**src/rtl/core/tsp_pkg.sv**
```systemverilog
package tsp_pkg;

  localparam int GRID_SIZE_DEF = 32;

  // fixed field widths of the command and result words
  localparam int KIND_W    = 3;
  localparam int DIST_W    = 8;
  localparam int QRY_W     = 5;
  localparam int POS_OUT_W = 5;
  localparam int HDG_W     = 2;

  localparam int QUEUE_DEPTH = 2;
  localparam int QPTR_W      = $clog2(QUEUE_DEPTH);

  typedef enum logic [KIND_W-1:0] {
    K_PEN_UP     = 3'd0,
    K_PEN_DOWN   = 3'd1,
    K_FACE_RIGHT = 3'd2,
    K_FACE_LEFT  = 3'd3,
    K_FACE_UP    = 3'd4,
    K_FACE_DOWN  = 3'd5,
    K_MOVE       = 3'd6,
    K_READ       = 3'd7
  } kind_t;

  typedef enum logic [HDG_W-1:0] {
    H_RIGHT = 2'd0,
    H_LEFT  = 2'd1,
    H_UP    = 2'd2,
    H_DOWN  = 2'd3
  } heading_t;

  typedef enum logic [1:0] {
    OP_PEN,
    OP_FACE,
    OP_MOVE,
    OP_READ
  } op_t;

  // decoded command as it sits in the queue
  typedef struct packed {
    op_t                op;
    logic               pen;
    heading_t           hdg;
    logic [DIST_W-1:0]  mv_dist;
    logic               q_ok;
    logic [QRY_W-1:0]   q_row;
    logic [QRY_W-1:0]   q_col;
  } cmd_op_t;

  typedef enum logic [1:0] {
    BK_IDLE,
    BK_MARK,
    BK_DRAIN,
    BK_READ
  } bk_state_t;

  typedef struct packed {
    logic pop;
    logic busy;
  } bk_stat_t;

endpackage

```
**src/rtl/core/tsp_cmd_if.sv**
```systemverilog
interface tsp_cmd_if;
  import tsp_pkg::*;

  logic              valid;
  logic              ready;
  logic [KIND_W-1:0] kind;
  logic [DIST_W-1:0] distance;
  logic [QRY_W-1:0]  query_row;
  logic [QRY_W-1:0]  query_col;

  modport source (output valid, kind, distance, query_row, query_col, input ready);
  modport sink   (input valid, kind, distance, query_row, query_col, output ready);
endinterface

```
**src/rtl/core/tsp_res_if.sv**
```systemverilog
interface tsp_res_if;
  import tsp_pkg::*;

  logic                 valid;
  logic                 ready;
  logic [POS_OUT_W-1:0] cursor_row_out;
  logic [POS_OUT_W-1:0] cursor_col_out;
  logic                 pen_is_down;
  logic [HDG_W-1:0]     heading_out;
  logic                 cell_bit;

  modport source (output valid, cursor_row_out, cursor_col_out, pen_is_down, heading_out,
                  cell_bit, input ready);
  modport sink   (input valid, cursor_row_out, cursor_col_out, pen_is_down, heading_out,
                  cell_bit, output ready);
endinterface

```
**src/rtl/core/tsp_ram.sv**
```systemverilog
module tsp_ram #(
  parameter int WIDTH = 32,
  parameter int DEPTH = 32,
  localparam int AW = (DEPTH > 1) ? $clog2(DEPTH) : 1
) (
  input  logic             clk,
  input  logic             we,
  input  logic [AW-1:0]    waddr,
  input  logic [WIDTH-1:0] wdata,
  input  logic             re,
  input  logic [AW-1:0]    raddr,
  output logic [WIDTH-1:0] rdata
);

  logic [WIDTH-1:0] mem [DEPTH];

  always_ff @(posedge clk) begin
    if (we) begin
      mem[waddr] <= wdata;
    end
    if (re) begin
      rdata <= mem[raddr];
    end
  end

endmodule

```
**src/rtl/core/tsp_front.sv**
```systemverilog
module tsp_front #(
  parameter int GRID_SIZE = tsp_pkg::GRID_SIZE_DEF
) (
  tsp_cmd_if.sink          in_cmd,
  input  logic             q_full,
  output logic             q_push,
  output tsp_pkg::cmd_op_t q_op
);
  import tsp_pkg::*;

  assign in_cmd.ready = !q_full;
  assign q_push       = in_cmd.valid && !q_full;

  always_comb begin
    q_op         = '0;
    q_op.mv_dist = in_cmd.distance;
    q_op.q_row   = in_cmd.query_row;
    q_op.q_col   = in_cmd.query_col;
    // reads outside the grid answer zero without touching memory
    q_op.q_ok  = (int'(in_cmd.query_row) < GRID_SIZE) && (int'(in_cmd.query_col) < GRID_SIZE);
    case (kind_t'(in_cmd.kind))
      K_PEN_UP: begin
        q_op.op  = OP_PEN;
        q_op.pen = 1'b0;
      end
      K_PEN_DOWN: begin
        q_op.op  = OP_PEN;
        q_op.pen = 1'b1;
      end
      K_FACE_RIGHT: begin
        q_op.op  = OP_FACE;
        q_op.hdg = H_RIGHT;
      end
      K_FACE_LEFT: begin
        q_op.op  = OP_FACE;
        q_op.hdg = H_LEFT;
      end
      K_FACE_UP: begin
        q_op.op  = OP_FACE;
        q_op.hdg = H_UP;
      end
      K_FACE_DOWN: begin
        q_op.op  = OP_FACE;
        q_op.hdg = H_DOWN;
      end
      K_MOVE: begin
        q_op.op = OP_MOVE;
      end
      K_READ: begin
        q_op.op = OP_READ;
      end
      default: begin
        q_op.op = OP_PEN;
      end
    endcase
  end

endmodule

```
**src/rtl/core/tsp_queue.sv**
```systemverilog
module tsp_queue (
  input  logic             clk,
  input  logic             rst_n,
  input  logic             push,
  input  tsp_pkg::cmd_op_t push_op,
  output logic             full,
  input  logic             pop,
  output logic             not_empty,
  output tsp_pkg::cmd_op_t pop_op
);
  import tsp_pkg::*;

  cmd_op_t           slot_r [QUEUE_DEPTH];
  logic [QPTR_W-1:0] wr_ptr_r, wr_ptr_nxt;
  logic [QPTR_W-1:0] rd_ptr_r, rd_ptr_nxt;
  logic [QPTR_W:0]   count_r, count_nxt;

  assign full      = (count_r == (QPTR_W+1)'(QUEUE_DEPTH));
  assign not_empty = (count_r != '0);
  assign pop_op    = slot_r[rd_ptr_r];

  always_comb begin
    wr_ptr_nxt = wr_ptr_r;
    rd_ptr_nxt = rd_ptr_r;
    count_nxt  = count_r;
    if (push) begin
      wr_ptr_nxt = (wr_ptr_r == QPTR_W'(QUEUE_DEPTH-1)) ? '0 : wr_ptr_r + 1'b1;
    end
    if (pop) begin
      rd_ptr_nxt = (rd_ptr_r == QPTR_W'(QUEUE_DEPTH-1)) ? '0 : rd_ptr_r + 1'b1;
    end
    if (push && !pop) begin
      count_nxt = count_r + 1'b1;
    end else if (pop && !push) begin
      count_nxt = count_r - 1'b1;
    end
  end

  always_ff @(posedge clk) begin
    if (!rst_n) begin
      wr_ptr_r <= '0;
      rd_ptr_r <= '0;
      count_r  <= '0;
    end else begin
      wr_ptr_r <= wr_ptr_nxt;
      rd_ptr_r <= rd_ptr_nxt;
      count_r  <= count_nxt;
    end
  end

  always_ff @(posedge clk) begin
    if (push) begin
      slot_r[wr_ptr_r] <= push_op;
    end
  end

endmodule

```
**src/rtl/core/tsp_back.sv**
```systemverilog
module tsp_back #(
  parameter int GRID_SIZE = tsp_pkg::GRID_SIZE_DEF
) (
  input  logic             clk,
  input  logic             rst_n,
  input  logic             q_valid,
  input  tsp_pkg::cmd_op_t q_op,
  output tsp_pkg::bk_stat_t stat,
  tsp_res_if.source        out_res
);
  import tsp_pkg::*;

  localparam int POS_W = (GRID_SIZE > 1) ? $clog2(GRID_SIZE) : 1;
  localparam int SUM_W = ((POS_W > DIST_W) ? POS_W : DIST_W) + 1;

  bk_state_t state_r, state_nxt;

  logic [POS_W-1:0] row_r, row_nxt;
  logic [POS_W-1:0] col_r, col_nxt;
  logic             pen_r, pen_nxt;
  heading_t         hdg_r, hdg_nxt;

  // marking sweep: rows sweep_r..end_r each get mask_r ORed in
  logic [POS_W-1:0]     sweep_r, sweep_nxt;
  logic [POS_W-1:0]     end_r, end_nxt;
  logic [GRID_SIZE-1:0] mask_r, mask_nxt;
  logic [POS_W-1:0]     csel_r, csel_nxt;

  // per-row written flags stand in for clearing the grid at reset
  logic [GRID_SIZE-1:0] vld_r, vld_nxt;
  logic                 rd_vld_r, rd_vld_nxt;
  logic                 wr_pend_r, wr_pend_nxt;
  logic [POS_W-1:0]     wr_addr_r, wr_addr_nxt;

  logic                 rd_en;
  logic [POS_W-1:0]     rd_addr;
  logic [GRID_SIZE-1:0] rd_data;
  logic [GRID_SIZE-1:0] wr_data;

  logic                 out_valid_r, out_valid_nxt;
  logic [POS_OUT_W-1:0] out_row_r, out_row_nxt;
  logic [POS_OUT_W-1:0] out_col_r, out_col_nxt;
  logic                 out_pen_r, out_pen_nxt;
  heading_t             out_hdg_r, out_hdg_nxt;
  logic                 out_cell_r, out_cell_nxt;
  logic                 load_out;
  logic                 cell_val;

  logic                 out_free;
  logic                 pop;
  logic                 horiz;
  logic                 fwd;
  logic [POS_W-1:0]     from_pos;
  logic [SUM_W-1:0]     sum;
  logic [POS_W-1:0]     to_pos;
  logic [POS_W-1:0]     lo;
  logic [POS_W-1:0]     hi;
  logic [GRID_SIZE-1:0] range_mask;

  assign out_free  = !out_valid_r || out_res.ready;
  assign pop       = (state_r == BK_IDLE) && q_valid && out_free;
  assign stat.pop  = pop;
  assign stat.busy = (state_r != BK_IDLE);

  // move target, clamped at the grid edges
  assign horiz    = hdg_r inside {H_RIGHT, H_LEFT};
  assign fwd      = hdg_r inside {H_RIGHT, H_DOWN};
  assign from_pos = horiz ? col_r : row_r;
  assign sum      = SUM_W'(from_pos) + SUM_W'(q_op.mv_dist);

  always_comb begin
    if (fwd) begin
      to_pos = (sum > SUM_W'(GRID_SIZE-1)) ? POS_W'(GRID_SIZE-1) : POS_W'(sum);
    end else begin
      to_pos = (SUM_W'(q_op.mv_dist) > SUM_W'(from_pos)) ? '0
             : POS_W'(SUM_W'(from_pos) - SUM_W'(q_op.mv_dist));
    end
  end

  assign lo = (from_pos < to_pos) ? from_pos : to_pos;
  assign hi = (from_pos < to_pos) ? to_pos : from_pos;

  always_comb begin
    for (int i = 0; i < GRID_SIZE; i++) begin
      range_mask[i] = (POS_W'(i) >= lo) && (POS_W'(i) <= hi);
    end
  end

  always_comb begin
    state_nxt = state_r;
    case (state_r)
      BK_IDLE: begin
        if (pop) begin
          if (q_op.op == OP_MOVE && pen_r) begin
            state_nxt = BK_MARK;
          end else if (q_op.op == OP_READ && q_op.q_ok) begin
            state_nxt = BK_READ;
          end
        end
      end
      BK_MARK: begin
        if (sweep_r == end_r) begin
          state_nxt = BK_DRAIN;
        end
      end
      BK_DRAIN: state_nxt = BK_IDLE;
      BK_READ:  state_nxt = BK_IDLE;
      default:  state_nxt = BK_IDLE;
    endcase
  end

  always_comb begin
    row_nxt     = row_r;
    col_nxt     = col_r;
    pen_nxt     = pen_r;
    hdg_nxt     = hdg_r;
    sweep_nxt   = sweep_r;
    end_nxt     = end_r;
    mask_nxt    = mask_r;
    csel_nxt    = csel_r;
    wr_pend_nxt = 1'b0;
    wr_addr_nxt = wr_addr_r;
    rd_en       = 1'b0;
    rd_addr     = sweep_r;
    load_out    = 1'b0;
    cell_val    = 1'b0;
    case (state_r)
      BK_IDLE: begin
        if (pop) begin
          case (q_op.op)
            OP_PEN: begin
              pen_nxt  = q_op.pen;
              load_out = 1'b1;
            end
            OP_FACE: begin
              hdg_nxt  = q_op.hdg;
              load_out = 1'b1;
            end
            OP_MOVE: begin
              if (horiz) begin
                col_nxt   = to_pos;
                sweep_nxt = row_r;
                end_nxt   = row_r;
                mask_nxt  = range_mask;
              end else begin
                row_nxt   = to_pos;
                sweep_nxt = lo;
                end_nxt   = hi;
                mask_nxt  = GRID_SIZE'(1) << col_r;
              end
              load_out = !pen_r;
            end
            OP_READ: begin
              if (q_op.q_ok) begin
                rd_en    = 1'b1;
                rd_addr  = POS_W'(q_op.q_row);
                csel_nxt = POS_W'(q_op.q_col);
              end else begin
                load_out = 1'b1;
              end
            end
            default: load_out = 1'b1;
          endcase
        end
      end
      BK_MARK: begin
        // read row k while row k-1 is written back
        rd_en       = 1'b1;
        rd_addr     = sweep_r;
        wr_pend_nxt = 1'b1;
        wr_addr_nxt = sweep_r;
        sweep_nxt   = sweep_r + 1'b1;
      end
      BK_DRAIN: begin
        load_out = 1'b1;
      end
      BK_READ: begin
        load_out = 1'b1;
        cell_val = rd_vld_r && rd_data[csel_r];
      end
      default: ;
    endcase
  end

  assign rd_vld_nxt = rd_en ? vld_r[rd_addr] : rd_vld_r;
  assign wr_data    = (rd_vld_r ? rd_data : '0) | mask_r;

  always_comb begin
    vld_nxt = vld_r;
    if (wr_pend_r) begin
      vld_nxt[wr_addr_r] = 1'b1;
    end
  end

  always_comb begin
    out_valid_nxt = out_valid_r;
    out_row_nxt   = out_row_r;
    out_col_nxt   = out_col_r;
    out_pen_nxt   = out_pen_r;
    out_hdg_nxt   = out_hdg_r;
    out_cell_nxt  = out_cell_r;
    if (load_out) begin
      out_valid_nxt = 1'b1;
      out_row_nxt   = POS_OUT_W'(row_nxt);
      out_col_nxt   = POS_OUT_W'(col_nxt);
      out_pen_nxt   = pen_nxt;
      out_hdg_nxt   = hdg_nxt;
      out_cell_nxt  = cell_val;
    end else if (out_res.ready) begin
      out_valid_nxt = 1'b0;
    end
  end

  tsp_ram #(
    .WIDTH (GRID_SIZE),
    .DEPTH (GRID_SIZE)
  ) u_grid (
    .clk   (clk),
    .we    (wr_pend_r),
    .waddr (wr_addr_r),
    .wdata (wr_data),
    .re    (rd_en),
    .raddr (rd_addr),
    .rdata (rd_data)
  );

  always_ff @(posedge clk) begin
    if (!rst_n) begin
      state_r     <= BK_IDLE;
      row_r       <= '0;
      col_r       <= '0;
      pen_r       <= 1'b0;
      hdg_r       <= H_DOWN;
      vld_r       <= '0;
      wr_pend_r   <= 1'b0;
      out_valid_r <= 1'b0;
    end else begin
      state_r     <= state_nxt;
      row_r       <= row_nxt;
      col_r       <= col_nxt;
      pen_r       <= pen_nxt;
      hdg_r       <= hdg_nxt;
      vld_r       <= vld_nxt;
      wr_pend_r   <= wr_pend_nxt;
      out_valid_r <= out_valid_nxt;
    end
  end

  always_ff @(posedge clk) begin
    sweep_r    <= sweep_nxt;
    end_r      <= end_nxt;
    mask_r     <= mask_nxt;
    csel_r     <= csel_nxt;
    wr_addr_r  <= wr_addr_nxt;
    rd_vld_r   <= rd_vld_nxt;
    out_row_r  <= out_row_nxt;
    out_col_r  <= out_col_nxt;
    out_pen_r  <= out_pen_nxt;
    out_hdg_r  <= out_hdg_nxt;
    out_cell_r <= out_cell_nxt;
  end

  assign out_res.valid          = out_valid_r;
  assign out_res.cursor_row_out = out_row_r;
  assign out_res.cursor_col_out = out_col_r;
  assign out_res.pen_is_down    = out_pen_r;
  assign out_res.heading_out    = out_hdg_r;
  assign out_res.cell_bit       = out_cell_r;

endmodule

```
**src/rtl/core/turtle_stroke_plotter_top.sv**
```systemverilog
// Turtle-graphics plotter on a GRID_SIZE x GRID_SIZE bit grid, one result word per
// command word. Commands are decoded on entry and wait in a two-deep queue, so the
// input keeps taking words while the executor is busy until the queue is full. The
// executor owns the cursor, pen, heading and the grid, kept in a single-port-write,
// registered-read RAM with one row per entry. Pen, heading and pen-up moves, and
// a read of a cell outside the grid, finish in the idle state; an in-grid read
// goes through a read state for the registered RAM read. A pen-down move
// read-modify-writes one grid row per cycle, pipelined, in a marking state, then a
// drain state; it covers 1 row for a horizontal move and up to GRID_SIZE rows for a
// vertical one. The grid reads as cleared right after reset through per-row written
// flags; there is no clearing pass. Results sit in an output register and the
// executor starts the next command in the cycle that register is taken.
module turtle_stroke_plotter_top #(
  parameter int GRID_SIZE = tsp_pkg::GRID_SIZE_DEF
) (
  input  logic       clk,
  input  logic       rst_n,
  tsp_cmd_if.sink    in_cmd,
  tsp_res_if.source  out_res
);
  import tsp_pkg::*;

  logic     q_push;
  logic     q_full;
  logic     q_valid;
  cmd_op_t  push_op;
  cmd_op_t  pop_op;
  bk_stat_t bk_stat;

  tsp_front #(
    .GRID_SIZE (GRID_SIZE)
  ) u_front (
    .in_cmd (in_cmd),
    .q_full (q_full),
    .q_push (q_push),
    .q_op   (push_op)
  );

  tsp_queue u_queue (
    .clk       (clk),
    .rst_n     (rst_n),
    .push      (q_push),
    .push_op   (push_op),
    .full      (q_full),
    .pop       (bk_stat.pop),
    .not_empty (q_valid),
    .pop_op    (pop_op)
  );

  tsp_back #(
    .GRID_SIZE (GRID_SIZE)
  ) u_back (
    .clk     (clk),
    .rst_n   (rst_n),
    .q_valid (q_valid),
    .q_op    (pop_op),
    .stat    (bk_stat),
    .out_res (out_res)
  );

`ifndef SYNTHESIS
  // executor never starts a command while an untaken result would be overwritten
  a_pop_out_free: assert property (@(posedge clk) disable iff (!rst_n)
    bk_stat.pop |-> (!out_res.valid || out_res.ready))
    else $error("command started with output word still pending");

  // a started command either produced its word or is still running
  a_pop_progress: assert property (@(posedge clk) disable iff (!rst_n)
    bk_stat.pop |=> (out_res.valid || bk_stat.busy))
    else $error("command dropped without a result");

  // a new result only appears after a command was started or finished
  a_out_source: assert property (@(posedge clk) disable iff (!rst_n)
    $rose(out_res.valid) |-> ($past(bk_stat.pop) || $past(bk_stat.busy)))
    else $error("result word without a command");

  // input backpressure follows queue occupancy
  a_full_stall: assert property (@(posedge clk) disable iff (!rst_n)
    (q_full && !bk_stat.pop) |=> !(in_cmd.valid && in_cmd.ready && q_full && !bk_stat.pop))
    else $error("command accepted into a full queue");
`endif

endmodule
```
**src/flat_wrapper.sv**
```systemverilog
// flat-port wrapper written by rule: the top's interface ports become plain ports
module turtle_stroke_plotter_top_flat import tsp_pkg::*;
#(
  parameter int GRID_SIZE = tsp_pkg::GRID_SIZE_DEF
)
  (clk, rst_n, in_cmd_valid, in_cmd_kind, in_cmd_distance, in_cmd_query_row, in_cmd_query_col, in_cmd_ready, out_res_valid, out_res_cursor_row_out, out_res_cursor_col_out, out_res_pen_is_down, out_res_heading_out, out_res_cell_bit, out_res_ready);
  tsp_cmd_if in_cmd_i ();
  tsp_res_if out_res_i ();
  input  logic clk;
  input  logic rst_n;
  input wire logic [$bits(in_cmd_i.valid)-1:0] in_cmd_valid;
  input wire logic [$bits(in_cmd_i.kind)-1:0] in_cmd_kind;
  input wire logic [$bits(in_cmd_i.distance)-1:0] in_cmd_distance;
  input wire logic [$bits(in_cmd_i.query_row)-1:0] in_cmd_query_row;
  input wire logic [$bits(in_cmd_i.query_col)-1:0] in_cmd_query_col;
  output wire logic [$bits(in_cmd_i.ready)-1:0] in_cmd_ready;
  output wire logic [$bits(out_res_i.valid)-1:0] out_res_valid;
  output wire logic [$bits(out_res_i.cursor_row_out)-1:0] out_res_cursor_row_out;
  output wire logic [$bits(out_res_i.cursor_col_out)-1:0] out_res_cursor_col_out;
  output wire logic [$bits(out_res_i.pen_is_down)-1:0] out_res_pen_is_down;
  output wire logic [$bits(out_res_i.heading_out)-1:0] out_res_heading_out;
  output wire logic [$bits(out_res_i.cell_bit)-1:0] out_res_cell_bit;
  input wire logic [$bits(out_res_i.ready)-1:0] out_res_ready;
  assign in_cmd_i.valid = in_cmd_valid;
  assign in_cmd_i.kind = in_cmd_kind;
  assign in_cmd_i.distance = in_cmd_distance;
  assign in_cmd_i.query_row = in_cmd_query_row;
  assign in_cmd_i.query_col = in_cmd_query_col;
  assign in_cmd_ready = in_cmd_i.ready;
  assign out_res_valid = out_res_i.valid;
  assign out_res_cursor_row_out = out_res_i.cursor_row_out;
  assign out_res_cursor_col_out = out_res_i.cursor_col_out;
  assign out_res_pen_is_down = out_res_i.pen_is_down;
  assign out_res_heading_out = out_res_i.heading_out;
  assign out_res_cell_bit = out_res_i.cell_bit;
  assign out_res_i.ready = out_res_ready;
  turtle_stroke_plotter_top #(.GRID_SIZE(GRID_SIZE)) u_core (.clk(clk), .rst_n(rst_n), .in_cmd(in_cmd_i), .out_res(out_res_i));
endmodule
```
**config.mk**
```make
export PLATFORM = sky130hd
export DESIGN_NAME = turtle_stroke_plotter_top_flat
export DESIGN_NICKNAME = d
export VERILOG_FILES = /design/src/rtl/core/tsp_pkg.sv /design/src/rtl/core/tsp_cmd_if.sv /design/src/rtl/core/tsp_res_if.sv /design/src/rtl/core/tsp_ram.sv /design/src/rtl/core/tsp_front.sv /design/src/rtl/core/tsp_queue.sv /design/src/rtl/core/tsp_back.sv /design/src/rtl/core/turtle_stroke_plotter_top.sv /design/src/flat_wrapper.sv
export SDC_FILE = /design/constraint.sdc
export NUM_CORES = 2
export LEC_CHECK = 0
export BUFFER_PORTS_ARGS = -buffer_cell sky130_fd_sc_hd__buf_2
export CORE_MARGIN = 3
export CORE_UTILIZATION = 55
export CTS_CLUSTER_SIZE = 14
export DETAILED_ROUTE_END_ITERATION = 7
export PLACE_DENSITY = 0.73
export SKIP_LAST_GASP = 1
export SLEW_MARGIN = 20
export SYNTH_ARGS = -nofsm -noshare
export SYNTH_HDL_FRONTEND = slang
export SYNTH_SLANG_ARGS = --single-unit
```
**constraint.sdc**
```tcl
create_clock -name clk -period 8.3 [get_ports clk]
set_input_delay 0 -clock clk [delete_from_list [all_inputs] [get_ports clk]]
set_output_delay 0 -clock clk [all_outputs]
set_load 0.01 [all_outputs]
```
---- After elaboration in Yosys (flattened, before gate mapping) ----
Memories as Yosys holds them, arrays and structs flattened. A register that Yosys moved wholly into a read port is not among the register bits.
Cells that the tools add are included.
storage, ports and cells
  register bits ........................... 120
  memory bits (writable) .................. 1070
  input port bits ......................... 25
  output and inout bits ................... 16
  word-level logic and storage cells ...... 257
  memories kept ........................... 2
memory list
  memory                    depth  bits a word  rd ports  clocked after Yosys merged registers in  write ports  RTL line         source
  u_core.u_back.u_grid.mem  32     32           1         1                                        1            tsp_ram.sv:15    logic [WIDTH-1:0] mem [DEPTH];
  u_core.u_queue.slot_r     2      23           1         1                                        1            tsp_queue.sv:13  cmd_op_t slot_r [QUEUE_DEPTH];
cells by class
  add/subtract/negate cells ............... 7
  $lt $le $gt $ge ......................... 71
  equality and inequality tests ........... 21
  shift-type cells ........................ 1
  multiplexer cells ....................... 66
  bitwise operators ....................... 2
  reduce and logical (&&, ||, !) cells .... 65
operator list
  operator                                                           count
  2-to-1 mux 5 bit                                                   22
  greater-or-equal comparator 5 bit (first input constant)           16
  <= comparator 5 bit (first input constant)                         16
  2-to-1 mux 32 bit                                                  2
  bitwise OR 32 bit                                                  2
  greater-or-equal comparator 4 x 5 -> 1 bit (first input constant)  8
  <= comparator 4 x 5 -> 1 bit (first input constant)                8
  logical AND 1 bit                                                  40
  left shift 1 x 5 -> 32 bit (first input constant)                  1
  2-to-1 mux 1 bit                                                   23
  greater-or-equal comparator 3 x 5 -> 1 bit (first input constant)  4
  <= comparator 3 x 5 -> 1 bit (first input constant)                4
  less-than comparator 5 x 6 -> 1 bit (second input constant)        3
  2-to-1 mux 2 bit                                                   9
  equality test 2 bit (second input constant)                        6
  equality test 3 bit (second input constant)                        4
  case mux 2 bit (3 select lines)                                    2
  nonzero test 2 bit                                                 6
  binary-select mux 1 bit (select 5 bit)                             2
  greater-or-equal comparator 1 x 5 -> 1 bit (first input constant)  2
  greater-or-equal comparator 2 x 5 -> 1 bit (first input constant)  2
  <= comparator 1 x 5 -> 1 bit (first input constant)                2
  <= comparator 2 x 5 -> 1 bit (first input constant)                2
  case mux 5 bit (2 select lines)                                    1
  30 further kinds                                                   46

---- Logic depth before layout (Yosys ltp) ----
  depth after elaboration ................. 13
  mapped depth ............................ 23
  mapped depth without buffers ............ 22

---- Modules after synthesis ----
Synthesis repeated with hierarchy kept, for this count alone.
second synthesis, totals
  cell total of the unflattened synthesis .. 3065
  area total of the unflattened synthesis .. 49936.6 µm²
modules (own cells, without submodules)
  module     times used  cells an instance  area an instance (µm²)  seq. area each (µm²)
  tsp_ram    1           2260               40812.9                 31710.4
  tsp_back   1           678                6966.7                  2992.9
  tsp_queue  1           97                 1953.1                  1541.5
  tsp_front  1           30                 203.9                   0.0

---- Least setup slack after synthesis ----
Ideal clock, no wire load.
  kind .................................... register to register
  start point ............................. register (tool-made name)
  end point ............................... register u_core.u_back.mask_r[24] (data pin)
  library setup time ...................... 267 ps
  arrival ................................. 6002 ps
  data required time ...................... 8033 ps
  setup slack ............................. 2030 ps
  stages on the path, launching flop included .. 22
  buffers on the path ..................... 4
  period minus slack after synthesis ...... 6270 ps
  path through ............................ dfxtp_1 buf_2 buf_1 clkbuf_1 mux2_2 ha_1 fa_1 a211o_1 or4_4 a21o_1 nand2_1 nand3_1 clkinv_1 ha_1 a211oi_1 a2bb2oi_1 nand2_1 o41a_2 mux2_2 buf_2 a211oi_1 o22ai_1
RTL lines
  what                    RTL line         source
  end signal: assignment  tsp_back.sv:252  mask_r <= mask_nxt;
  end: declaration        tsp_back.sv:26   logic [GRID_SIZE-1:0] mask_r, mask_nxt;

---- Worst setup path after layout ----
  start point ............................. register u_core.u_back.hdg_r[0]
  end point ............................... register u_core.u_back.mask_r[10] (data pin)
between the ends
  longest elaborated chain between the ends .. 12
  elaborated cells between the ends (all ways) .. 20
  classes of those cells .................. add/sub (2); order compare (5); eq/ne (2); mux (7); reduce/logical (4)
ends and longest elaborated chain
  what                                                                                               RTL line                        source
  start: declaration                                                                                 tsp_back.sv:21                  heading_t hdg_r, hdg_nxt;
  start signal: assignment                                                                           tsp_back.sv:242                 hdg_r <= hdg_nxt;
  equality test 2 x 1 -> 1 bit / logical NOT 2 bit (equally long branches)                           tsp_back.sv:66, tsp_back.sv:67
  nonzero test 2 bit                                                                                 tsp_back.sv:66                  assign horiz = hdg_r inside {H_RIGHT, H_LEFT};
  2-to-1 mux 5 bit                                                                                   tsp_back.sv:68                  assign from_pos = horiz ? col_r : row_r;
  adder 5 x 8 -> 9 bit                                                                               tsp_back.sv:69                  assign sum = SUM_W'(from_pos) + SUM_W'(q_op.mv_dist);
  > comparator 9 x 5 -> 1 bit                                                                        tsp_back.sv:73                  to_pos = (sum > SUM_W'(GRID_SIZE-1)) ? POS_W'(GRID_SIZE-1) : POS_W'(sum);
  2-to-1 mux 5 bit                                                                                   tsp_back.sv:73
  2-to-1 mux 5 bit                                                                                   tsp_back.sv:72                  if (fwd) begin
  less-than comparator 5 bit                                                                         tsp_back.sv:80, tsp_back.sv:81
  2-to-1 mux 5 bit, on equally long branches                                                         tsp_back.sv:80, tsp_back.sv:81
  greater-or-equal comparator 4 x 5 -> 1 bit / <= comparator 4 x 5 -> 1 bit (equally long branches)  tsp_back.sv:85                  range_mask[i] = (POS_W'(i) >= lo) && (POS_W'(i) <= hi);
  logical AND 1 bit                                                                                  tsp_back.sv:85
  2-to-1 mux 32 bit (*)                                                                              tsp_back.sv:140                 if (horiz) begin
Every way passes the cells marked *; elsewhere a longest branch is shown, timed or not.
A chain may end at the register's enable or synchronous reset.

==> flow_summary_export.csv <==
group,metric,value,unit
run_status,status,"finished clean",
power,ir_worst_vdd,0.0002506,V
floorplan,ios,41,
timing,fin_tns_setup,0,ps
cts,htree_num_levels,3,
synthesis,netlist.area_leader.share,0.7232,
power,p_leak,17.44,nW
drt,via_per_inst,6.504,
critical_path,critPathMaxStageDelay,810,ps
critical_path,path_cells,"inv_1 -> ha_1 -> nor2_1 -> mux2i_1 -> inv_1 -> fa_1 -> a211o_1 -> or4_4 -> a21o_1 -> nand2_1 -> nand3_1 -> clkinv_1 -> ha_1 -> a211oi_1 -> a2bb2oi_1 -> nand2_1 -> o41ai_4 -> buf_4 -> nand2b_1 -> a21oi_2 -> o21ai_1 -> o32ai_1",
timing,slew_violations,0,
cts,cts.sinks,1223,
synthesis,yosysTopAreaCell,"edfxtp_1",
cts,cts_buffers,117,
drt,drtAntennaViolNets,0,
floorplan,dieArea,91850,sq um
cts,post_cts.repair.setup_buffers,0,
cts,cts_root_buf,"clkbuf_16",
drt,drt_iter0_drc,2915,
power,powerDensity,314.0,nW/um^2
critical_path,cp.arrival,8070,ps
synthesis,ys_ff_latch,1223,
critical_path,critPathRequiredTime,8810,ps
placed_design,placed_cells,3563,
drt,remaining_drc_errors,0,
cts,clkTransAtPathRegs,60,ps
critical_path,end_kind,"flip-flop",
timing,fin_crit,7558,ps
timing,finalCritPeriodShare,0.9106,
floorplan,dieWidth,303.1,microns
timing,tightest_slew,1124,ps
run,drv_cap,0,
synthesis,syn_nets,2479,
synthesis,yosysUniqueCellTypes,75,
drt,dr_total_vias,24800,
synthesis,synth_edf_count,1169,
timing,setup_viol,0,
floorplan,initial_core_util,0.5569,
grt,grt_pass1_wl,171500,microns
power,finalPower,17.16,mW
hold_path,hp-class,"in2reg",
critical_path,crit_path_top_delay_cell,"o41ai_4",
grt,grt_overflow,0,
grt,grt_max_degree,131,
timing,slew_headroom,0.2459,
grt,grt_pass1_vias,25090,
synthesis,avgSynthCellArea,19.99,sq um
placed_design,io_buffers,40,
timing,fin_worst_skew,50.54,ps
synthesis,synth_area,48540,sq um
timing,clock.fmax,132.3,MHz
floorplan,core,87160,sq um
finish,fin_util,0.6271,
finish,insertedDiodeCount,0,
timing,final_hold_viol_count,0,
placed_design,placed_cell_area,50450,sq um
cts,clk_latency,720,ps
drt,routed_wl,117900,microns
synthesis,synthArstFlopShare,0,
synthesis,yosys-top-cells-area,"edfxtp_1 (72%), mux4_2 (13%), mux2_2 (3.2%), dfxtp_1 (2.2%), nor2_1 (1.3%)",
floorplan,placementRows,108,
finish,area_delta_synth_final,12.60,%
synthesis,synth_cells,2428,
synthesis,synth.most_common_cell,"edfxtp_1",
cts,cts_max_path_buffers,3,
synthesis,yosysWarnings,0,
finish,layout.nets,2609,
cts,cts_tree,"built",
finish,final_area,54660,sq um
finish,drive_above_1_share,0.2852,
placed_design,gp_congestion,0.8831,
synthesis,yosysSeqAreaShare,0.7455,
floorplan,die_y,303.1,microns
grt,antenna_found_initial,2,
drt,wl_per_cell,30.93,microns
finish,fin_cells,3813,
critical_path,path_buf_inv,4,
critical_path,critPathKind,"reg2reg",
critical_path,startpoint_type,"flip-flop",
grt,globalRouteTotalUtil,0.2608,
critical_path,crit_family,"compound AO/OA/AOI/OAI gates",
drt,drtPass1Iterations,6,
timing,grt_setup_unrepaired,"false",
placed_design,hpwl,63870,microns
synthesis,synthFlopType,"edfxtp_1",
synthesis,synth_commonest_cells,"edfxtp_1 (1169), mux4_2 (274), nor2_1 (174), mux2_2 (138), o22ai_1 (83)",
critical_path,cp_max_fo,12,
==> stage by stage <==
step / worst slack [ps] / hold WS, ps
CTS: 824.7 / 1.340
finish: 742.1 / 44.27
detailed placement: 889.8 / 191.2
global placement: 934.7 / 186.7
floorplan: 2030 / 98.87
global route: 320.4 / 8.271
==> sequential cells by signal, summed over array words and instances, names as in the netlist, 32 cells and up, named ones only <==
signal,flops
u_core.u_back.u_grid.mem,1024
u_core.u_queue.slot_r,46
u_core.u_back.mask_r,32
u_core.u_back.u_grid.rdata,32
u_core.u_back.vld_r,32
==> worst reg2reg max path, stage by stage (launching register included) <==
cell,delay [ps]
dfxtp_1,360
inv_1,50
ha_1,190
nor2_1,370
mux2i_1,590
inv_1,380
fa_1,560
a211o_1,280
or4_4,450
a21o_1,180
nand2_1,240
nand3_1,250
clkinv_1,250
ha_1,290
a211oi_1,270
a2bb2oi_1,300
nand2_1,220
o41ai_4,810
buf_4,290
nand2b_1,80
a21oi_2,310
o21ai_1,280
o32ai_1,380
==> metal layers <==
metal / part of all wire / vias to the layer above / track usage
met5: 0.000093 / - / 0
li1: - / 10260 / -
met1: 0.39 / 12950 / 0.3646
met4: 0.033 / 2 / 0.08312
met2: 0.48 / 1345 / 0.4099
met3: 0.10 / 251 / 0.06526
==> kinds of logic (layout without fill, tap and decap cells) <==
| kind of cell | after synthesis | count (layout) | synth area share |
|---|---|---|---|
| adder cells (fa/ha/maj) | 26 | 26 | 0.007011 |
| AO/OA/AOI/OAI | 257 | 257 | 0.03781 |
| multiplexers | 438 | 438 | 0.1648 |
| AND/OR/NAND/NOR | 322 | 322 | 0.02985 |
| buffers and inverters | 149 | 379 | 0.01271 |
| XOR/XNOR | 13 | 13 | 0.002346 |
| flip-flops | 1223 | 1223 | 0.7455 |
==> where the power goes <==
group          total [mW]  switching, mW  internal [mW]
sequential           7.61          0.177           7.43
combinational        4.24           2.46           1.78
clock                5.31           2.26           3.05
==> cell type report <==
type | count | area (sq um)
clock inverters | 62 | 701.9
clock buffers | 157 | 3188
flip-flops and latches | 1223 | 36180
fillers | 5811 | 32500
multi-input cells | 1056 | 12050
repair buffers | 130 | 978.4
inverters | 30 | 112.6
well taps | 1155 | 1445
==> timing repair <==
item,4_1_cts,5_1_grt
hold buffers,31,0
hold endpoints to repair,88,0
gates resized for setup,0,0
==> final timing paths <==
kind	from	to	slack, ps	depth (start not counted)
setup / recovery	u_core.u_back.hdg_r[0]$_SDFF_PN1_	u_core.u_back.mask_r[10]$_DFFE_PP_	740	22
hold / removal	in_cmd_distance[7]	u_core.u_queue.slot_r[1][17]$_DFFE_PP_	40	2
setup reg to reg	u_core.u_back.hdg_r[0]$_SDFF_PN1_	u_core.u_back.mask_r[10]$_DFFE_PP_	740	22
hold reg to reg	u_core.u_back.vld_r[25]$_SDFFE_PN0P_	u_core.u_back.vld_r[25]$_SDFFE_PN0P_	460	2
==> placed cells by master (no fill, tap or decap), types with 9 or more instances in the layout <==
cell / Yosys / routed
edfxtp_1: 1169 / 1169
mux4_2: 274 / 274
nor2_1: 174 / 140
mux2_2: 138 / 138
clkbuf_16: 0 / 117
o22ai_1: 83 / 83
buf_4: 1 / 57
dfxtp_1: 54 / 54
nand2_1: 56 / 52
buf_2: 43 / 40
a21o_1: 37 / 37
nor2_4: 0 / 34
dlygate4sd3_1: 0 / 31
clkbuf_1: 71 / 29
inv_1: 28 / 28
a21oi_1: 26 / 26
ha_1: 24 / 24
o21ai_0: 23 / 23
clkinv_2: 0 / 21
nand3_1: 18 / 18
clkinv_1: 1 / 18
and2_1: 14 / 14
o32ai_1: 14 / 14
mux2i_1: 14 / 12
mux2_1: 12 / 12
bufinv_16: 0 / 11
clkbuf_8: 0 / 11
a211oi_1: 10 / 10
o31ai_1: 11 / 10
nor3_1: 9 / 9
Note: power is estimated with default switching activity, not from simulation.
